### src/design/quaternion_to_rotation_matrix_top_macros.svh
// ---------------------------------------------------------------------------
// Assertion macros for the quaternion to rotation matrix block
// Concurrent checks, compiled out when SYNTH is defined.
// ---------------------------------------------------------------------------
`ifndef QUATERNION_TO_ROTATION_MATRIX_TOP_MACROS_SVH
`define QUATERNION_TO_ROTATION_MATRIX_TOP_MACROS_SVH
`ifndef SYNTH
// Same-cycle implication
`define QTRM_ASSERT_IMP(lbl, clk, rstn, ante, cons) \
  lbl: assert property (@(posedge clk) disable iff (!rstn) (ante) |-> (cons)) \
    else $error("same-cycle check failed");
// Next-cycle implication
`define QTRM_ASSERT_NXT(lbl, clk, rstn, ante, cons) \
  lbl: assert property (@(posedge clk) disable iff (!rstn) (ante) |=> (cons)) \
    else $error("next-cycle check failed");
`else
`define QTRM_ASSERT_IMP(lbl, clk, rstn, ante, cons)
`define QTRM_ASSERT_NXT(lbl, clk, rstn, ante, cons)
`endif
`endif

### src/design/qtrm_pkg.sv
// ---------------------------------------------------------------------------
// qtrm_pkg
// Shared types and lane numbering for the quaternion to rotation matrix block.
// ---------------------------------------------------------------------------
package qtrm_pkg;

  localparam int NUM_LANES = 9;

  // Matrix entry per lane, row major
  localparam int LANE_M00 = 0;
  localparam int LANE_M01 = 1;
  localparam int LANE_M02 = 2;
  localparam int LANE_M10 = 3;
  localparam int LANE_M11 = 4;
  localparam int LANE_M12 = 5;
  localparam int LANE_M20 = 6;
  localparam int LANE_M21 = 7;
  localparam int LANE_M22 = 8;

  // Per-stage control travelling with the data
  typedef struct packed {
    logic valid;
    logic degen;
  } ctl_t;

endpackage

### src/design/qtrm_div_stage.sv
// ---------------------------------------------------------------------------
// qtrm_div_stage
// One restoring division step for all nine lanes: one quotient bit per stage.
// ---------------------------------------------------------------------------
module qtrm_div_stage #(
  parameter int W     = 16,
  parameter bit FIRST = 1'b0
) (
  input  logic                                          clk_i,
  input  logic                                          rst_ni,
  input  qtrm_pkg::ctl_t                                in_ctl_i,
  output logic                                          in_ready_o,
  input  logic [2*W:0]                                  in_n_i,
  input  logic [qtrm_pkg::NUM_LANES-1:0][2*W:0]         in_r_i,
  input  logic [qtrm_pkg::NUM_LANES-1:0][W-1:0]         in_q_i,
  input  logic [qtrm_pkg::NUM_LANES-1:0]                in_neg_i,
  input  logic                                          out_ready_i,
  output qtrm_pkg::ctl_t                                out_ctl_o,
  output logic [2*W:0]                                  out_n_o,
  output logic [qtrm_pkg::NUM_LANES-1:0][2*W:0]         out_r_o,
  output logic [qtrm_pkg::NUM_LANES-1:0][W-1:0]         out_q_o,
  output logic [qtrm_pkg::NUM_LANES-1:0]                out_neg_o
);
  localparam int NW = 2 * W + 1;

  qtrm_pkg::ctl_t                          ctl_q;
  logic [NW-1:0]                           n_q;
  logic [qtrm_pkg::NUM_LANES-1:0][NW-1:0]  r_q, r_d;
  logic [qtrm_pkg::NUM_LANES-1:0][W-1:0]   q_q, q_d;
  logic [qtrm_pkg::NUM_LANES-1:0]          neg_q;
  logic [NW:0]                             t;

  assign in_ready_o = !ctl_q.valid || out_ready_i;

  // Trial subtract per lane, shift in the quotient bit
  always_comb begin
    t = '0;
    for (int l = 0; l < qtrm_pkg::NUM_LANES; l++) begin
      t = FIRST ? {1'b0, in_r_i[l]} : {in_r_i[l], 1'b0};
      if (t >= {1'b0, in_n_i}) begin
        r_d[l] = NW'(t - {1'b0, in_n_i});
        q_d[l] = {in_q_i[l][W-2:0], 1'b1};
      end else begin
        r_d[l] = t[NW-1:0];
        q_d[l] = {in_q_i[l][W-2:0], 1'b0};
      end
    end
  end

  // Hold control
  always_ff @(posedge clk_i or negedge rst_ni) begin
    if (!rst_ni) begin
      ctl_q <= '0;
    end else if (in_ready_o) begin
      ctl_q <= in_ctl_i;
    end
  end

  // Advance payload
  always_ff @(posedge clk_i) begin
    if (in_ready_o && in_ctl_i.valid) begin
      n_q   <= in_n_i;
      r_q   <= r_d;
      q_q   <= q_d;
      neg_q <= in_neg_i;
    end
  end

  assign out_ctl_o = ctl_q;
  assign out_n_o   = n_q;
  assign out_r_o   = r_q;
  assign out_q_o   = q_q;
  assign out_neg_o = neg_q;

endmodule

### config.mk
export PLATFORM = sky130hd
export DESIGN_NAME = qtrm_div_stage
export DESIGN_NICKNAME = d
export VERILOG_FILES = /design/src/design/quaternion_to_rotation_matrix_top_macros.svh /design/src/design/qtrm_pkg.sv /design/src/design/qtrm_div_stage.sv
export SDC_FILE = /design/constraint.sdc
export NUM_CORES = 1
export LEC_CHECK = 0
export BUFFER_PORTS_ARGS = -buffer_cell sky130_fd_sc_hd__buf_2
export CORE_AREA = 2 2 380 382
export CTS_CLUSTER_DIAMETER = 80
export CTS_CLUSTER_SIZE = 28
export DETAILED_ROUTE_END_ITERATION = 12
export DIE_AREA = 0 0 382 384
export SYNTH_ARGS = -nofsm -noshare
export SYNTH_HDL_FRONTEND = slang
export SYNTH_SLANG_ARGS = --single-unit
export TNS_END_PERCENT = 50
### constraint.sdc
create_clock -name clk_i -period 15.31 [get_ports clk_i]
set_input_delay 1.531 -clock clk_i [delete_from_list [all_inputs] [get_ports clk_i]]
set_output_delay 1.531 -clock clk_i [all_outputs]
set_load 0.005 [all_outputs]
Word level (Yosys, flattened, before mapping)
Index checks and enable logic that the tools add are counted.

cells by class
  add/subtract/negate cells = 9
  magnitude comparators = 9
  mux-type cells = 18
  reduce and logical (&&, ||, !) cells = 3

operators by type and width
  operator           number
  $ge 34x33->1       9
  $mux 33            9
  $sub 33x33->33     9
  $mux 1             9
  $logic_and 1x1->1  1
  $logic_not 1->1    1
  $logic_or 1x1->1   1

word-level totals
  bits in registers = 485
  input bits = 488
  output and inout bits = 486
  word-level logic and storage cells = 70

Depth between registers and ports, before layout
  word-level depth = 3
  depth in mapped cells = 15
  gate-level depth less buffers = 12

Least setup slack after synthesis
No wires, ideal clock.

  kind = in2reg
  start point = input out_ready_i
  end point = register n_q[0] (netlist: out_n_o[0]) (enable)
  library setup time = 0.912 ns
  data arrival time = 12.668 ns
  data required time = 14.398 ns
  path slack = 1.730 ns
  stages on the path = 2
  path buffers = 0
  cell sequence = nand2b_1 > and2_1

between the ends
  cells in the longest elaborated chain, start to end = 2

RTL lines
  what                  line                  RTL
  from (decl)           qtrm_div_stage.sv:17  input logic out_ready_i,
  $logic_or 1x1->1      qtrm_div_stage.sv:33  assign in_ready_o = !ctl_q.valid || out_ready_i;
  $logic_and 1x1->1     qtrm_div_stage.sv:61  if (in_ready_o && in_ctl_i.valid) begin
  to (signal assigned)  qtrm_div_stage.sv:62  n_q <= in_n_i;
  to (decl)             qtrm_div_stage.sv:27  logic [NW-1:0] n_q;

No other way between the ends.
A chain may end at the register's enable or synchronous reset.

==> flow_metrics.py <==
metrics = {
    "outcome": {
        "status": "finished clean",
    },
    "worst_setup_path": {
        "cp_slowest_cell": "a211oi_4",
        "rr_startpoint": "out_ctl_o[1]",
        "r2r-end": "out_r_o[197]",
        "slowest_delay_ns": 0.92,
        "cp-startpoint": "in_n_i[1]",
        "cp.arrival_ns": 6.26,
        "crit_fanout": 19,
        "start_kind": "primary input",
        "cp_data_required_time_ns": 15.72,
        "worstSetupPathType": "in2reg",
        "r2r_slack_ns": 11.75,
        "cp_cell_sequence": "buf_2 -> fa_1 -> nand2b_1 -> a211oi_1 -> a211oi_1 -> o211ai_1 -> a21oi_2 -> o311ai_1 -> nand2_1 -> nand3_1 -> a211oi_4 -> buf_4 -> mux2_2",
        "critPathCapture": "out_r_o[153]",
        "r2r_cells": 4,
        "cpMostUsedCell": "a211oi_1",
        "worstSetupEndpointType": "register",
    },
    "placement": {
        "dpl.cell_count": 5991,
        "dpl_cell_area_um2": 40500,
        "dp_slack_ns": 8.77,
        "io_buffers": 964,
        "gp_congestion": 0.928,
        "post-dp-hpwl_mm": 121,
    },
    "finish": {
        "final_cell_area_um2": 42600,
        "final_cell_count_no_fill": 6111,
        "fillers": 15000,
        "fin_util_pct": 29.8,
        "final_nets": 4936,
        "area_delta_synth_final_pct": 27.9,
        "drive_above_1_share_pct": 30.4,
    },
    "clock_tree": {
        "cts_tree": "yes",
        "insertion_delay_ns": 0.67,
        "cts_made_buffers": 52,
        "cts.path.max_buffers": 3,
        "cts_resized": 0,
        "clk_pin_slew_ns": 0.09,
        "h-tree-depth": 2,
        "cts_setup_buffers": 0,
        "clockRootBuffer": "clkbuf_16",
        "ctsHoldBuffers": 0,
        "cts_num_sinks": 485,
    },
    "timing": {
        "finalWorstSetupSlack_ns": 9.46,
        "skew_ns": 0.0301,
        "maxSlewViolCount": 0,
        "fin_hold_ws_ns": 0.543,
        "period_minus_slack_ns": 5.85,
        "setup_viol": 0,
        "finalSetupTns_ns": 0,
        "rsz0062_at_grt": "false",
        "max_freq_mhz": 171,
        "period_share_pct": 38.2,
        "maxSlewHeadroom_pct": 25.3,
        "final-hold-violation-count": 0,
        "worst_pin_slew_ns": 1.12,
    },
    "power": {
        "power.total_mw": 4.44,
        "power_density_nw_per_um2": 104,
        "leakage_nw": 18.0,
        "vdd_drop_max_v": 0.000107,
    },
    "routing": {
        "drtIter0Drc": 2571,
        "drt_first_pass_iters": 6,
        "wl_mm": 156,
        "wl_per_cell_um": 25.5,
        "vias": 30200,
        "vias_per_cell": 4.95,
        "drc": 0,
        "antenna_left": 0,
    },
    "floorplan": {
        "pin_count": 974,
        "coreArea_um2": 143000,
        "fp.dieArea_um2": 147000,
        "chipWidth_um": 382,
        "die_h_um": 384,
        "start_util_pct": 23.3,
        "num_rows": 139,
    },
    "yosys": {
        "avgSynthCellArea_um2": 10.5,
        "synthesis.area_um2": 33300,
        "synthArstFlopShare_pct": 0.412,
        "synth-edff-count": 483,
        "synth_area_leader_cell": "edfxtp_1",
        "ys_seq_area_share_pct": 43.7,
        "ys_top_cells_by_area": "edfxtp_1 44%, ha_1 11%, a21oi_1 5.0%",
        "syn_nets": 3972,
        "yosysMostFrequentCell": "edfxtp_1",
        "synth_ff_type": "edfxtp_1",
        "syn_inst": 3178,
        "synth.top_cell.area_share_pct": 43.5,
        "synth_commonest_cells": "483 x edfxtp_1, 335 x a21oi_1, 297 x ha_1, 232 x nor2_1, 224 x nand2_1",
        "synth_cell_type_count": 82,
        "yosysWarningCount": 0,
        "ys_ff_latch": 485,
    },
    "worst_hold_path": {
        "worstHoldStart": "out_ctl_o[0]",
        "hp-class": "reg2reg",
    },
    "global_routing": {
        "grt_max_degree": 170,
        "grt_pass1_vias": 28400,
        "grt_antenna_before_repair": 94,
        "grt_overflow": 0,
        "grtUsageTotal_pct": 20.1,
        "grt_pass1_wl_mm": 209,
    },
    "flow_run": {
        "max_cap_violations": 0,
    },
}
## power breakdown
| group | switching, mW | leakage, nW | internal (mW) |
|---|---|---|---|
| combinational | 0.739 | 12.4 | 0.518 |
| clock | 0.764 | 0.979 | 0.743 |
| sequential | 0.0411 | 4.62 | 1.63 |
## metal layers
metal  vias up  track usage [%]  part of all wire (%)
met5         -                0                  0.31
met4        76             8.36                   4.7
met3       322             6.63                   9.8
met2      1424             32.8                    46
met1     14400             24.2                    39
li1      14000                -                     -
## how the worst min path moves through the flow
stage | endpoint | depth (start not counted)
floorplan | out_ctl_o[0] | 1
global placement | out_ctl_o[0] | 1
detailed placement | out_ctl_o[0] | 1
CTS | out_ctl_o[0] | 1
global route | out_ctl_o[0] | 1
finish | out_ctl_o[0] | 1
## state kept, by name, summed over array words and instances (netlist names)
| name | count |
|---|---|
| out_r_o | 297 |
| out_ctl_o | 2 |
| out_q_o | 144 |
| out_n_o | 33 |
| out_neg_o | 9 |
## layout by cell type (no fill, tap or decap), drive strengths merged, types with 13 or more instances in the layout
| cell type | instances |
|---|---|
| buf | 1011 |
| edfxtp | 483 |
| a21oi | 337 |
| ha | 297 |
| nor2 | 232 |
| nand2 | 224 |
| o21ai | 218 |
| mux2 | 158 |
| xnor2 | 156 |
| a21o | 149 |
| inv | 112 |
| xor2 | 101 |
| nand3 | 53 |
| clkbuf | 53 |
| o21a | 52 |
| nand4 | 51 |
| nor3 | 43 |
| nor2b | 42 |
| o21bai | 37 |
| nand2b | 32 |
| a31oi | 32 |
| a211oi | 31 |
| diode | 22 |
| o31ai | 22 |
| and3 | 21 |
| clkinv | 20 |
| and2 | 19 |
| nor4 | 15 |
| a211o | 14 |
| o211ai | 13 |
## layout make-up
cell class | instances | area, µm² | share of cell area (%)
Multi-Input combinational cell | 2501 | 18000 | 42.3
Sequential cell | 485 | 14600 | 34.2
Timing Repair Buffer | 1011 | 5200 | 12.2
Tap cell | 1903 | 2380 | 5.59
Clock buffer | 53 | 1310 | 3.06
Clock inverter | 45 | 749 | 1.76
Inverter | 91 | 342 | 0.802
Antenna cell | 22 | 55.1 | 0.129
## worst max-delay path, delay by kind of cell
kind | cells | cell delay (ns)
compound gates | 6 | 2.32
buf+inv | 2 | 1.11
fa+ha+maj | 1 | 0.36
mux | 1 | 0.41
simple gates | 3 | 0.48
## logic make-up after synthesis
group / share of synthesized area, %
AOI/OAI and AO/OA: 19.2
xor gates and xnor gates: 6.76
adders and majority gates: 11.7
buffers and inverters: 2.36
DFF: 43.7
muxes: 5.52
and+or+nand+nor: 10.8
No activity file was read; power rests on OpenSTA's default activity.
