[src/design/quaternion_to_rotation_matrix_top_macros.svh]
// ---------------------------------------------------------------------------
// Assertion macros for the quaternion to rotation matrix block
// Concurrent checks, compiled out when SYNTH is defined.
// ---------------------------------------------------------------------------
`ifndef QUATERNION_TO_ROTATION_MATRIX_TOP_MACROS_SVH
`define QUATERNION_TO_ROTATION_MATRIX_TOP_MACROS_SVH
`ifndef SYNTH
// Same-cycle implication
`define QTRM_ASSERT_IMP(lbl, clk, rstn, ante, cons) \
  lbl: assert property (@(posedge clk) disable iff (!rstn) (ante) |-> (cons)) \
    else $error("same-cycle check failed");
// Next-cycle implication
`define QTRM_ASSERT_NXT(lbl, clk, rstn, ante, cons) \
  lbl: assert property (@(posedge clk) disable iff (!rstn) (ante) |=> (cons)) \
    else $error("next-cycle check failed");
`else
`define QTRM_ASSERT_IMP(lbl, clk, rstn, ante, cons)
`define QTRM_ASSERT_NXT(lbl, clk, rstn, ante, cons)
`endif
`endif

[src/design/qtrm_pkg.sv]
// ---------------------------------------------------------------------------
// qtrm_pkg
// Shared types and lane numbering for the quaternion to rotation matrix block.
// ---------------------------------------------------------------------------
package qtrm_pkg;

  localparam int NUM_LANES = 9;

  // Matrix entry per lane, row major
  localparam int LANE_M00 = 0;
  localparam int LANE_M01 = 1;
  localparam int LANE_M02 = 2;
  localparam int LANE_M10 = 3;
  localparam int LANE_M11 = 4;
  localparam int LANE_M12 = 5;
  localparam int LANE_M20 = 6;
  localparam int LANE_M21 = 7;
  localparam int LANE_M22 = 8;

  // Per-stage control travelling with the data
  typedef struct packed {
    logic valid;
    logic degen;
  } ctl_t;

endpackage

[src/design/qtrm_pack.sv]
// ---------------------------------------------------------------------------
// qtrm_pack
// Output stage: round half up, saturate, apply sign, identity on zero input.
// ---------------------------------------------------------------------------
module qtrm_pack #(
  parameter int W = 16
) (
  input  logic                                         clk_i,
  input  logic                                         rst_ni,
  input  qtrm_pkg::ctl_t                               in_ctl_i,
  output logic                                         in_ready_o,
  input  logic [qtrm_pkg::NUM_LANES-1:0][W-1:0]        in_q_i,
  input  logic [qtrm_pkg::NUM_LANES-1:0]               in_neg_i,
  input  logic                                         out_stall_i,
  output qtrm_pkg::ctl_t                               out_ctl_o,
  output logic [qtrm_pkg::NUM_LANES-1:0][W-1:0]        out_m_o
);
  localparam int F = W - 2;
  localparam logic [W-1:0] ONE = W'(1) << F;

  qtrm_pkg::ctl_t                        ctl_q;
  logic [qtrm_pkg::NUM_LANES-1:0][W-1:0] m_q, m_d;
  logic [W:0]                            rnd;
  logic [W-1:0]                          mag;

  assign in_ready_o = !ctl_q.valid || !out_stall_i;

  // Round the extra quotient bit away, clamp to one, negate
  always_comb begin
    rnd = '0;
    mag = '0;
    for (int l = 0; l < qtrm_pkg::NUM_LANES; l++) begin
      rnd = ({1'b0, in_q_i[l]} + 1'b1) >> 1;
      mag = (rnd > {1'b0, ONE}) ? ONE : rnd[W-1:0];
      if (in_ctl_i.degen) begin
        m_d[l] = ((l == qtrm_pkg::LANE_M00) || (l == qtrm_pkg::LANE_M11) ||
                  (l == qtrm_pkg::LANE_M22)) ? ONE : '0;
      end else begin
        m_d[l] = in_neg_i[l] ? (~mag + 1'b1) : mag;
      end
    end
  end

  // Hold control
  always_ff @(posedge clk_i or negedge rst_ni) begin
    if (!rst_ni) begin
      ctl_q <= '0;
    end else if (in_ready_o) begin
      ctl_q <= in_ctl_i;
    end
  end

  // Output register
  always_ff @(posedge clk_i) begin
    if (in_ready_o && in_ctl_i.valid) begin
      m_q <= m_d;
    end
  end

  assign out_ctl_o = ctl_q;
  assign out_m_o   = m_q;

endmodule

[config.mk]
export PLATFORM = sky130hd
export DESIGN_NAME = qtrm_pack
export DESIGN_NICKNAME = d
export VERILOG_FILES = /design/src/design/quaternion_to_rotation_matrix_top_macros.svh /design/src/design/qtrm_pkg.sv /design/src/design/qtrm_pack.sv
export SDC_FILE = /design/constraint.sdc
export NUM_CORES = 1
export LEC_CHECK = 0
export ABC_AREA = 1
export BUFFER_PORTS_ARGS = -buffer_cell sky130_fd_sc_hd__clkbuf_2
export CORE_ASPECT_RATIO = 0.7
export CORE_MARGIN = 2
export CORE_UTILIZATION = 35
export DETAILED_ROUTE_END_ITERATION = 10
export GPL_TIMING_DRIVEN = 0
export PLACE_DENSITY_LB_ADDON = 0.25
export SLEW_MARGIN = 20
export SYNTH_ARGS = -nofsm -noshare
export SYNTH_HDL_FRONTEND = slang
export SYNTH_SLANG_ARGS = --single-unit
[constraint.sdc]
create_clock -name clk_i -period 11.8 [get_ports clk_i]
set_input_delay 1.18 -clock clk_i [delete_from_list [all_inputs] [get_ports clk_i]]
set_output_delay 1.18 -clock clk_i [all_outputs]
set_load 0.01 [all_outputs]
After elaboration in Yosys (flattened, before gate mapping) --
Cells that the tools add are included.
Storage, ports and cells: flip-flop bits (word level) 146, output and inout bits 147, word-level logic and storage cells 69
Operators by class: $add $sub $neg 18, $lt $le $gt $ge 9, multiplexer cells 18, bitwise gates (word level) 9, reductions and logical operators 4
Operators by type and width (count):
- $mux 16 | 18
- $add 16x1->17 const B | 9
- $add 16x1->16 const B | 9
- $gt 16x15->1 const B | 9
- $not 16->16 | 9
- $logic_not 1->1 | 2
- $logic_and 1x1->1 | 1
- $logic_or 1x1->1 | 1

Depth between registers and ports, before layout --
Gate-level depths: netlist of run 1.
depth in word-level cells 6, gate-level depth with buffers 24

Worst setup path before layout of run 1 --
Ideal clock, no wire load.
path kind input to register, start point input port in_ctl_i[1] in the netlist's numbering, end point register m_q (netlist bit out_m_o[0]) (enable), setup time 0.695 ns, data arrival time 8.149 ns, data required time 11.105 ns, path slack 2.956 ns, stages 2, cells stage by stage inv_1 a21oi_1
On the way: longest elaborated chain between the ends 1
RTL lines:
- from (decl) | RTL line qtrm_pack.sv:10 | input qtrm_pkg::ctl_t in_ctl_i,
- $logic_and 1x1->1 | RTL line qtrm_pack.sv:55 | if (in_ready_o && in_ctl_i.valid) begin
- to (signal assigned) | RTL line qtrm_pack.sv:56 | m_q <= m_d;
- to (decl) | RTL line qtrm_pack.sv:22 | logic [qtrm_pkg::NUM_LANES-1:0][W-1:0] m_q, m_d;
Every way passes these cells. A chain may end at the register's enable or synchronous reset.

Worst setup path after layout of run 1 --
start point input port in_q_i[48] in the netlist's numbering, end point register m_q (netlist bit out_m_o[50]), data pin
On the way: longest elaborated chain between the ends 6
RTL lines:
- from (decl) | RTL line qtrm_pack.sv:12 | input logic [qtrm_pkg::NUM_LANES-1:0][W-1:0] in_q_i,
- $add 16x1->17 (*) | RTL line qtrm_pack.sv:33 | rnd = ({1'b0, in_q_i[l]} + 1'b1) >> 1;
- $gt 16x15->1 | RTL line qtrm_pack.sv:34 | mag = (rnd > {1'b0, ONE}) ? ONE : rnd[W-1:0];
- $mux 16 (*) | RTL line qtrm_pack.sv:34
- $not 16->16 | RTL line qtrm_pack.sv:39 | m_d[l] = in_neg_i[l] ? (~mag + 1'b1) : mag;
- $add 16x1->16 | RTL line qtrm_pack.sv:39
- $mux 16 (*) | RTL line qtrm_pack.sv:39
Every way passes the cells marked *; elsewhere a longest branch is shown, timed or not.

==> results of run 1 <==
## sequential cells by signal (all words and copies together), names as in the netlist
name and count:
out_m_o 144, out_ctl_o 2
## power by group through the flow
stage	Sequential (mW)	Clock (mW)	Combinational (mW)
2_1_floorplan	0.662	0	0.246
3_3_place_gp	0.653	0	0.411
3_5_place_dp	0.640	0	0.426
4_1_cts	0.629	0.585	0.428
5_1_grt	0.632	0.607	0.483
6_report	0.629	0.569	0.427
## cell usage after synthesis, drive strengths merged (17+ instances only)
| library cell | number |
|---|---|
| nand2 | 694 |
| nor2 | 326 |
| inv | 275 |
| nand3 | 173 |
| edfxtp | 144 |
| o21ai | 117 |
| a21oi | 80 |
| nand4 | 62 |
| nor3 | 46 |
| xor2 | 24 |
| clkbuf | 22 |
| nand3b | 22 |
| buf | 19 |
| ha | 18 |
| xnor2 | 17 |
## worst max-delay path by stage
| stage | from | to | cells after the start | slack (ns) |
|---|---|---|---|---|
| after floorplan | in_ctl_i[1] | out_m_o[0] | 2 | 2.96 |
| after global placement | in_ctl_i[1] | out_m_o[46] | 3 | -0.72 |
| after detailed placement | in_q_i[48] | out_m_o[50] | 17 | 7.52 |
| after CTS | in_q_i[48] | out_m_o[50] | 17 | 7.98 |
| after global routing | in_q_i[113] | out_m_o[120] | 24 | 7.60 |
| final | in_q_i[48] | out_m_o[50] | 17 | 7.83 |
## kinds of logic (layout without fill, tap and decap cells)
logic type	Yosys count	in the layout
buffers and inverters	318	658
and+or+nand+nor	1335	1335
other	0	1
DFF	146	146
xor gates and xnor gates	41	41
adders and majority gates	18	18
AOI/OAI and AO/OA	245	245
## worst register-to-register path, stage by stage (launching register included)
cell     delay [ns]
dfrtp_1        0.42
a21oi_4        0.51
buf_16         0.25
buf_16         0.20
buf_16         0.20
## metrics by stage
stage | hold slack (ns) | cell area [um2]
floorplan | 0.564 | 13500
global placement | 0.517 | 15600
detailed placement | 0.573 | 15800
CTS | 0.487 | 16400
global route | 0.492 | 16500
finish | 0.522 | 16500
## layer usage
layer	global-route usage	up-vias	routed length [um]
li1	-	7560	-
met1	0.298	6568	20600
met2	0.337	410	18800
met3	0.0292	35	2380
met4	0.0497	0	634
met5	0	-	0
## area by class of cell
cell class | count | area (um2)
clock inverter | 11 | 154
tap | 496 | 621
sequential | 146 | 4370
inverter | 277 | 1040
buffer | 41 | 251
timing repair buffer | 308 | 1700
fill | 4014 | 21800
antenna | 1 | 2.50
clock buffer | 21 | 450
multi-input combinational | 1639 | 7860
==> results.yml, run 1 <==
status:
  outcome: "finished clean"
clock_network:
  htree_levels: 4
  clockRootBuffer: "clkbuf_16"
  clk_pin_slew_ns: 0.06
  numCtsBuffers: 17
  cts_max_path_buffers: 2
  clk-insertion-delay-late_ns: 0.43
  cts_tree: "done"
  cts_resized: 0
  cts_setup_buffers: 0
  cts_num_sinks: 146
  cts_hold_buf: 0
sta:
  slew_violations: 0
  setup-violations-final: 0
  hold_viol: 0
  tightest_slew_ns: 1.04
  rsz0062_at_grt: "false"
  setup_slack_ns: 7.83
  setup_tns_ns: 0
  fin_crit_ns: 3.97
  slew_headroom: 0.305
  fin_skew_ns: 0.00871
  min_period_over_period: 0.336
  max_freq_ghz: 0.252
routing:
  vias: 14600
  viasPerCell: 4.96
  drtIter0Drc: 1104
  wirelength_um: 42300
  drc: 0
  ant_nets: 0
  first_pass_iters: 5
  route.detailed.wl_per_inst_um: 14.4
placement:
  gp_congestion: 0.922
  dp_slack_ns: 7.52
  dp_cells: 2907
  dp_hpwl_um: 34800
  port_buffers: 301
worst_setup_path:
  crit_buf_inv: 3
  r2r_slack_ns: 9.93
  cp.required_ns: 11.99
  start_kind: "input port"
  slowest_stage: "nor3_1"
  cp_max_fo: 10
  timing.rr.end: "out_m_o[58]"
  max_stage_delay_ns: 0.37
  cp_top_family: "simple AND/OR/NAND/NOR gates"
  r2r_start: "out_ctl_o[1]"
  critPathCaptureType: "flop"
  ff2ff_path_depth: 4
  critPathKind: "input port to flop"
  critPathMostFrequentCell: "nand2_1"
  crit_arrival_ns: 4.16
  path_cells: "clkbuf_2 > ha_1 > nand3_1 > nor2_1 > nand3_1 > nand2_1 > nand2_1 > nor2_1 > nand3_1 > nand2_1 > buf_4 > buf_4 > nand2_1 > ha_1 > or2_2 > a21boi_0 > nor3_1"
logic_synthesis:
  synth_xor_area_frac: 0.0277
  ys_warn_count: 0
  ys_async_sr_fraction: 0.0137
  synth_simple_gate_area_frac: 0.431
  avgSynthCellArea_um2: 6.42
  ys_seq_elements: 146
  yosys.area.top_type: "edfxtp_1"
  seq_area_frac_synth: 0.324
  ys_top_cells_by_area: "edfxtp_1 (32%), nand2_1 (19%), nor2_1 (8.1%), inv_1 (7.4%), nand3_1 (6.0%)"
  synth-compound-area-share: 0.105
  synthAdderAreaFrac: 0.0167
  synth_ff_type: "edfxtp_1"
  synth_top_family_by_area: "simple AND/OR/NAND/NOR gates"
  yosysTopAreaCellShare: 0.320
  synth.area.mux_share: 0
  synth_edf_count: 144
  syn_nets: 2279
  syn_area_um2: 13500
  yosysUniqueCellTypes: 53
  netlist_instances: 2103
global_route:
  grt_max_degree: 26
  antenna_found_initial: 2
  grt_usage: 0.210
  grt_pass1_wl_um: 67300
  grt_pass1_vias: 13000
  grt.overflow.total: 0
pwr:
  leakage_nw: 8.27
  p_sw_frac: 0.322
  power_frac_clock: 0.350
  power_mw: 1.62
  power_density_nw_per_um2: 98.7
  vdd_drop_max_uv: 88.0
  seqPwrFrac: 0.387
  comb_power_share: 0.263
  intPower_mw: 1.10
  power.switching_uw: 522
floorplan:
  io_pins: 305
  floorplan.initialDensity: 0.354
  die_y_um: 168
  dieArea_um2: 40200
  num_rows: 60
  design.core.area_um2: 38200
  die_w_um: 239
layout:
  layout.cells.non_filler: 2940
  mostFrequentLayoutCell: "nand2_1"
  nets: 2606
  drive_gt1_frac: 0.190
  mostFrequentLayoutCells: "nand2_1 (666), clkbuf_2 (303), nor2_1 (293)"
  final_util: 0.431
  syn2layout_area_growth_pct: 21.8
worst_hold_path:
  hold_path_class: "input port to asynchronous set/reset pin"
job:
  maxCapViolations: 0
Power figures use the tool's default switching activity.
==> inputs of run 2 (changes only) <==
--- a/config.mk
+++ b/config.mk
@@ -5,7 +5,7 @@
 export SDC_FILE = /design/constraint.sdc
 export NUM_CORES = 1
 export LEC_CHECK = 0
-export ABC_AREA = 1
+export ABC_AREA = 0
 export BUFFER_PORTS_ARGS = -buffer_cell sky130_fd_sc_hd__clkbuf_2
 export CORE_ASPECT_RATIO = 0.7
 export CORE_MARGIN = 2
==> constraint.sdc (replaced) <==
create_clock -name clk_i -period 3.65 [get_ports clk_i]
set_input_delay 0.365 -clock clk_i [delete_from_list [all_inputs] [get_ports clk_i]]
set_output_delay 0.365 -clock clk_i [all_outputs]
set_load 0.01 [all_outputs]
==> results.yml, run 2 <==
status:
  outcome: "finished clean"
clock_network:
  numCtsBuffers: 17
  cts_tree: "done"
  clockRootBuffer: "clkbuf_16"
  htree_levels: 4
  cts_num_sinks: 146
  clk-insertion-delay-late_ns: 0.44
  clk_pin_slew_ns: 0.07
  cts_max_path_buffers: 2
layout:
  fin_area_um2: 16700
  multi_input_area_um2: 8960
  syn2layout_area_growth_pct: 22.7
  num-fill-cells: 3841
  mostFrequentLayoutCell: "clkbuf_2"
  drive_gt1_frac: 0.251
  largest_register_ffs: 144
  register_area_um2: 4370
  nets: 2107
  mostFrequentLayoutCells: "clkbuf_2 (275), nor2_1 (165), nand2_1 (160)"
global_route:
  grt_pass1_wl_um: 69500
  grt.overflow.total: 0
  grt_pass1_vias: 12400
  grt_max_degree: 53
  grt_usage: 0.218
  grt_busiest_layer: "met2"
  use_met1: 0.321
  antenna_found_initial: 3
  met3_usage: 0.0395
  grtUsageMet2: 0.327
sta:
  fin_skew_ns: 0.00752
  fin_crit_ns: 3.51
  tightest_slew_ns: 1.08
  rsz0062_at_grt: "true"
  max_freq_ghz: 0.285
  slew_headroom: 0.281
  hold_viol: 0
  min_period_over_period: 0.962
  setup-violations-final: 0
  slew_violations: 0
  setup_slack_ns: 0.138
job:
  maxCapViolations: 0
worst_setup_path:
  max_stage_delay_ns: 0.42
  slowest_stage: "or3_1"
  cp_top_family: "simple AND/OR/NAND/NOR gates"
  crit_end: "out_m_o[28]"
  r2r_start: "out_ctl_o[1]"
  worst-path-stages: 15
  worstSetupStartpoint: "in_q_i[17]"
  critPathKind: "input port to flop"
  cp.required_ns: 3.89
  r2r_slack_ns: 1.77
  critPathCaptureType: "flop"
  cp_max_fo: 7
  crit_buf_inv: 1
  crit_arrival_ns: 3.75
  timing.rr.end: "out_m_o[85]"
  path_cells: "clkbuf_2 > ha_2 > nand3_4 > and3_1 > or3_1 > and4bb_2 > a31oi_4 > nand2b_1 > ha_4 > o311ai_2 > nor3_2 > a21oi_1 > o22ai_1 > nor2_1 > o41ai_2"
  ff2ff_path_depth: 4
  start_kind: "input port"
routing:
  ant_nets: 0
  first_pass_iters: 5
  route.detailed.wl_per_inst_um: 18.4
  viasPerCell: 5.59
  vias: 13800
  wirelength_um: 45400
  drc: 0
  drtIter0Drc: 1195
placement:
  dp_hpwl_um: 34700
  place_area_um2: 15700
  gp_congestion: 0.921
  port_buffers: 266
  dp_slack_ns: -0.951
floorplan:
  floorplan.initialDensity: 0.355
  die_w_um: 240
  io_pins: 305
  num_rows: 60
  dieArea_um2: 40500
  design.core.area_um2: 38400
  die_y_um: 169
logic_synthesis:
  ys_warn_count: 0
  ys_top_cells_by_area: "edfxtp_1 (32%), xnor2_1 (7.9%), nor2_1 (4.6%), nand2_1 (4.5%), xor2_1 (4.4%)"
  yosysUniqueCellTypes: 108
  synth_edf_count: 144
  netlist_instances: 1619
  seq_area_frac_synth: 0.321
  syn_area_um2: 13600
  avgSynthCellArea_um2: 8.41
  synth_ff_type: "edfxtp_1"
  yosysTopAreaCellShare: 0.317
  ys_seq_elements: 146
  ys_async_sr_fraction: 0.0137
  yosys.area.top_type: "edfxtp_1"
  syn_nets: 1795
  synth_most_common_cell: "nor2_1"
  synth_common_cells: "nor2_1 (167), nand2_1 (164), edfxtp_1 (144), xnor2_1 (123), nand3_1 (82)"
pwr:
  intPower_mw: 3.42
  power.switching_mw: 1.63
  p_sw_frac: 0.323
  power_frac_clock: 0.333
  seqPwrFrac: 0.399
  comb_power_share: 0.268
  power_density_nw_per_um2: 302
  leakage_nw: 6.23
  vdd_drop_max_uv: 344
worst_hold_path:
  hold_path_class: "input port to flop"
-- run 2: repair_timing --
action                     4_1_cts  5_1_grt
buffers inserted                 5       19
hold buffers                     1        0
setup endpoints to repair       17       39
resized for setup               14       49
pin swaps                        5       15
hold endpoints to repair         2        0
-- run 2: layout make-up --
class	count	area share
Tap cell	527	0.0395
Clock inverter	13	0.00674
Clock buffer	19	0.0259
Buffer	87	0.0254
Inverter	39	0.00898
Sequential cell	146	0.262
Timing Repair Buffer	294	0.0954
Antenna cell	2	0.000299
Multi-Input combinational cell	1346	0.536
-- run 2: logic make-up (layout without fill, tap and decap cells) --
logic type / Yosys count / in the layout / synth area share
muxes: 38 / 38 / 0.0302
and+or+nand+nor: 750 / 750 / 0.291
adders and majority gates: 18 / 18 / 0.0165
other: 0 / 2 / 0
buffers and inverters: 127 / 452 / 0.0404
AOI/OAI and AO/OA: 349 / 349 / 0.178
DFF: 146 / 146 / 0.321
xor gates and xnor gates: 191 / 191 / 0.123
-- run 2: power groups by stage --
stage	registers [mW]	clock network [mW]	logic [mW]
after global placement	2.06	0	1.27
final	2.02	1.68	1.35
after detailed placement	2.05	0	1.30
after CTS	2.02	1.73	1.32
after global routing	2.02	1.80	1.49
after floorplan	2.11	0	0.756
-- run 2: worst reg2reg max path: stages (launching register included) --
cell and delay (ns):
dfrtp_1 0.37, nand2_1 0.14, and2_4 0.50, buf_12 0.30, buf_12 0.24
-- run 2: stage by stage --
step	hold slack [ns]	setup TNS, ns	power, mW	std cells	util
floorplan	0.0694	0	2.86	1619	-
finish	0.138	0	5.05	2473	0.436
CTS	0.111	-0.0404	5.06	2453	0.427
global route	0.129	-0.0666	5.31	2473	0.436
detailed placement	0.155	-21.15	3.35	2415	0.410
global placement	0.149	-31.25	3.33	2412	0.408
-- run 2: layer usage --
metal  share of wire  routed length (um)
met4           0.016                 726
met2            0.44               20100
met3           0.060                2750
met5               0                   0
met1            0.48               21800
-- run 2: worst min-delay path by stage --
stage	depth (start not counted)	start	slack (ns)	end
floorplan	0	rst_ni	0.07	out_ctl_o[0]
global placement	1	rst_ni	0.15	out_ctl_o[1]
detailed placement	1	rst_ni	0.16	out_ctl_o[0]
CTS	2	in_ctl_i[1]	0.11	out_ctl_o[1]
global route	2	in_ctl_i[1]	0.13	out_ctl_o[1]
finish	2	in_ctl_i[1]	0.14	out_ctl_o[1]
==> inputs of run 3 (changes only) <==
--- a/config.mk
+++ b/config.mk
@@ -7,7 +7,7 @@
 export LEC_CHECK = 0
 export ABC_AREA = 0
 export BUFFER_PORTS_ARGS = -buffer_cell sky130_fd_sc_hd__clkbuf_2
-export CORE_ASPECT_RATIO = 0.7
+export CORE_ASPECT_RATIO = 0.8
 export CORE_MARGIN = 2
 export CORE_UTILIZATION = 35
 export DETAILED_ROUTE_END_ITERATION = 10
==> results.yml, run 3 (synthesis gave the netlist of run 2 again) <==
status:
  outcome: "finished clean"
floorplan:
  floorplan.initialDensity: 0.356
  die_w_um: 225
  io_pins: 305
  num_rows: 64
  design.core.area_um2: 38300
  die_y_um: 180
  dieArea_um2: 40500
sta:
  holdWs_ns: 0.163
  min_period_over_period: 0.962
  setup-violations-final: 0
  setup_slack_ns: 0.139
  tightest_slew_ns: 1.16
  hold_viol: 0
  setup_tns_ns: 0
  fin_skew_ns: 0.00918
  slew_violations: 0
  fin_crit_ns: 3.51
  max_freq_ghz: 0.285
  slew_headroom: 0.230
global_route:
  grt_max_degree: 56
  use_met1: 0.303
  grt_busiest_layer: "met2"
  grt.overflow.total: 0
  antenna_found_initial: 4
  grt_pass1_wl_um: 69100
  grt_usage: 0.216
  grtUsageMet2: 0.331
  met3_usage: 0.0408
  grt_pass1_vias: 12500
routing:
  vias: 13800
  first_pass_iters: 5
  wirelength_um: 45000
  drc: 0
  route.detailed.wl_per_inst_um: 18.4
  ant_nets: 0
  drtIter0Drc: 1209
  viasPerCell: 5.66
layout:
  mostFrequentLayoutCells: "clkbuf_2 (273), nor2_1 (164), nand2_1 (160)"
  nets: 2106
  syn2layout_area_growth_pct: 22.1
  layout.cells.non_filler: 2441
  largest_register_ffs: 144
  mostFrequentLayoutCell: "clkbuf_2"
  num-fill-cells: 3887
  final_util: 0.434
  drive_gt1_frac: 0.246
worst_setup_path:
  start_kind: "input port"
  crit_arrival_ns: 3.77
  critPathCaptureType: "flop"
  critPathKind: "input port to flop"
  r2r_start: "out_ctl_o[1]"
  cp_max_fo: 8
  cp.required_ns: 3.91
  worstSetupStartpoint: "in_q_i[17]"
worst_hold_path:
  hold_path_class: "input port to flop"
  hp-start: "in_ctl_i[1]"
pwr:
  power_frac_clock: 0.343
  seqPwrFrac: 0.395
  leakage_nw: 6.23
  p_sw_frac: 0.319
  power_density_nw_per_um2: 307
  intPower_mw: 3.48
  comb_power_share: 0.262
  vdd_drop_max_uv: 242
  power.switching_mw: 1.63
placement:
  dp_cells: 2382
  port_buffers: 266
  dp_slack_ns: -0.731
  dp_hpwl_um: 34500
  gp_congestion: 0.915
clock_network:
  clockRootBuffer: "clkbuf_16"
  clk-insertion-delay-late_ns: 0.46
  numCtsBuffers: 17
  cts_num_sinks: 146
  cts_tree: "done"
  clk_pin_slew_ns: 0.06
  htree_levels: 4
  cts_max_path_buffers: 2
job:
  maxCapViolations: 0
[run 3: final cells by class]
| cell class | count | area [um2] | area share |
|---|---|---|---|
| multi-input combinational | 1346 | 8900 | 0.536 |
| sequential | 146 | 4370 | 0.263 |
| timing repair buffer | 294 | 1590 | 0.0956 |
| tap | 495 | 619 | 0.0372 |
| clock buffer | 18 | 429 | 0.0258 |
| buffer | 86 | 415 | 0.0250 |
| inverter | 39 | 150 | 0.00903 |
| clock inverter | 14 | 138 | 0.00828 |
| antenna | 3 | 7.51 | 0.000452 |
[run 3: what timing repair did]
item,CTS,global route
endpoints found under the setup margin,13,42
hold buffers,1,0
setup buffers,11,14
pin swaps,7,9
endpoints found under the hold margin,2,0
gates resized for setup,15,36
[run 3: critical path, stage by stage]
cell      delay, ns
clkbuf_2       0.15
ha_1           0.28
nand3_2        0.22
and3_1         0.24
or3_1          0.42
and4bb_2       0.30
a31oi_4        0.26
nand2b_1       0.18
ha_2           0.26
o311ai_1       0.19
nor3_2         0.31
a21oi_1        0.11
o22ai_1        0.20
nor2_1         0.06
o41ai_1        0.22
[run 3: per-stage QoR]
step                instance area (um2)  power (mW)
global placement                  15600        3.33
CTS                               16400        5.14
detailed placement                15700        3.35
finish                            16600        5.11
global route                      16600        5.37
floorplan                         13700        2.86
[run 3: path summary, 6_finish.rpt]
path                                 to  slack, ns  depth (start not counted)
max                         out_m_o[28]       0.14                         15
min                        out_ctl_o[1]       0.16                          2
max reg2reg                out_m_o[115]       1.67                          3
min reg2reg                out_ctl_o[0]       0.55                          1
max in group asynchronous  out_ctl_o[0]       3.26                          2
min in group asynchronous  out_ctl_o[1]       0.29                          2
[run 3: per-layer routing]
| metal | share of wire | vias up |
|---|---|---|
| met1 | 0.47 | 6580 |
| met3 | 0.060 | 64 |
| li1 | - | 6684 |
| met4 | 0.028 | 0 |
| met5 | 0 | - |
| met2 | 0.44 | 486 |
[run 3: power groups by stage]
| stage | Clock, mW | Combinational [mW] | Sequential (mW) |
|---|---|---|---|
| after floorplan | 0 | 0.756 | 2.11 |
| after global placement | 0 | 1.27 | 2.06 |
| after detailed placement | 0 | 1.30 | 2.05 |
| after CTS | 1.81 | 1.31 | 2.02 |
| after global routing | 1.87 | 1.48 | 2.02 |
| final | 1.75 | 1.34 | 2.02 |
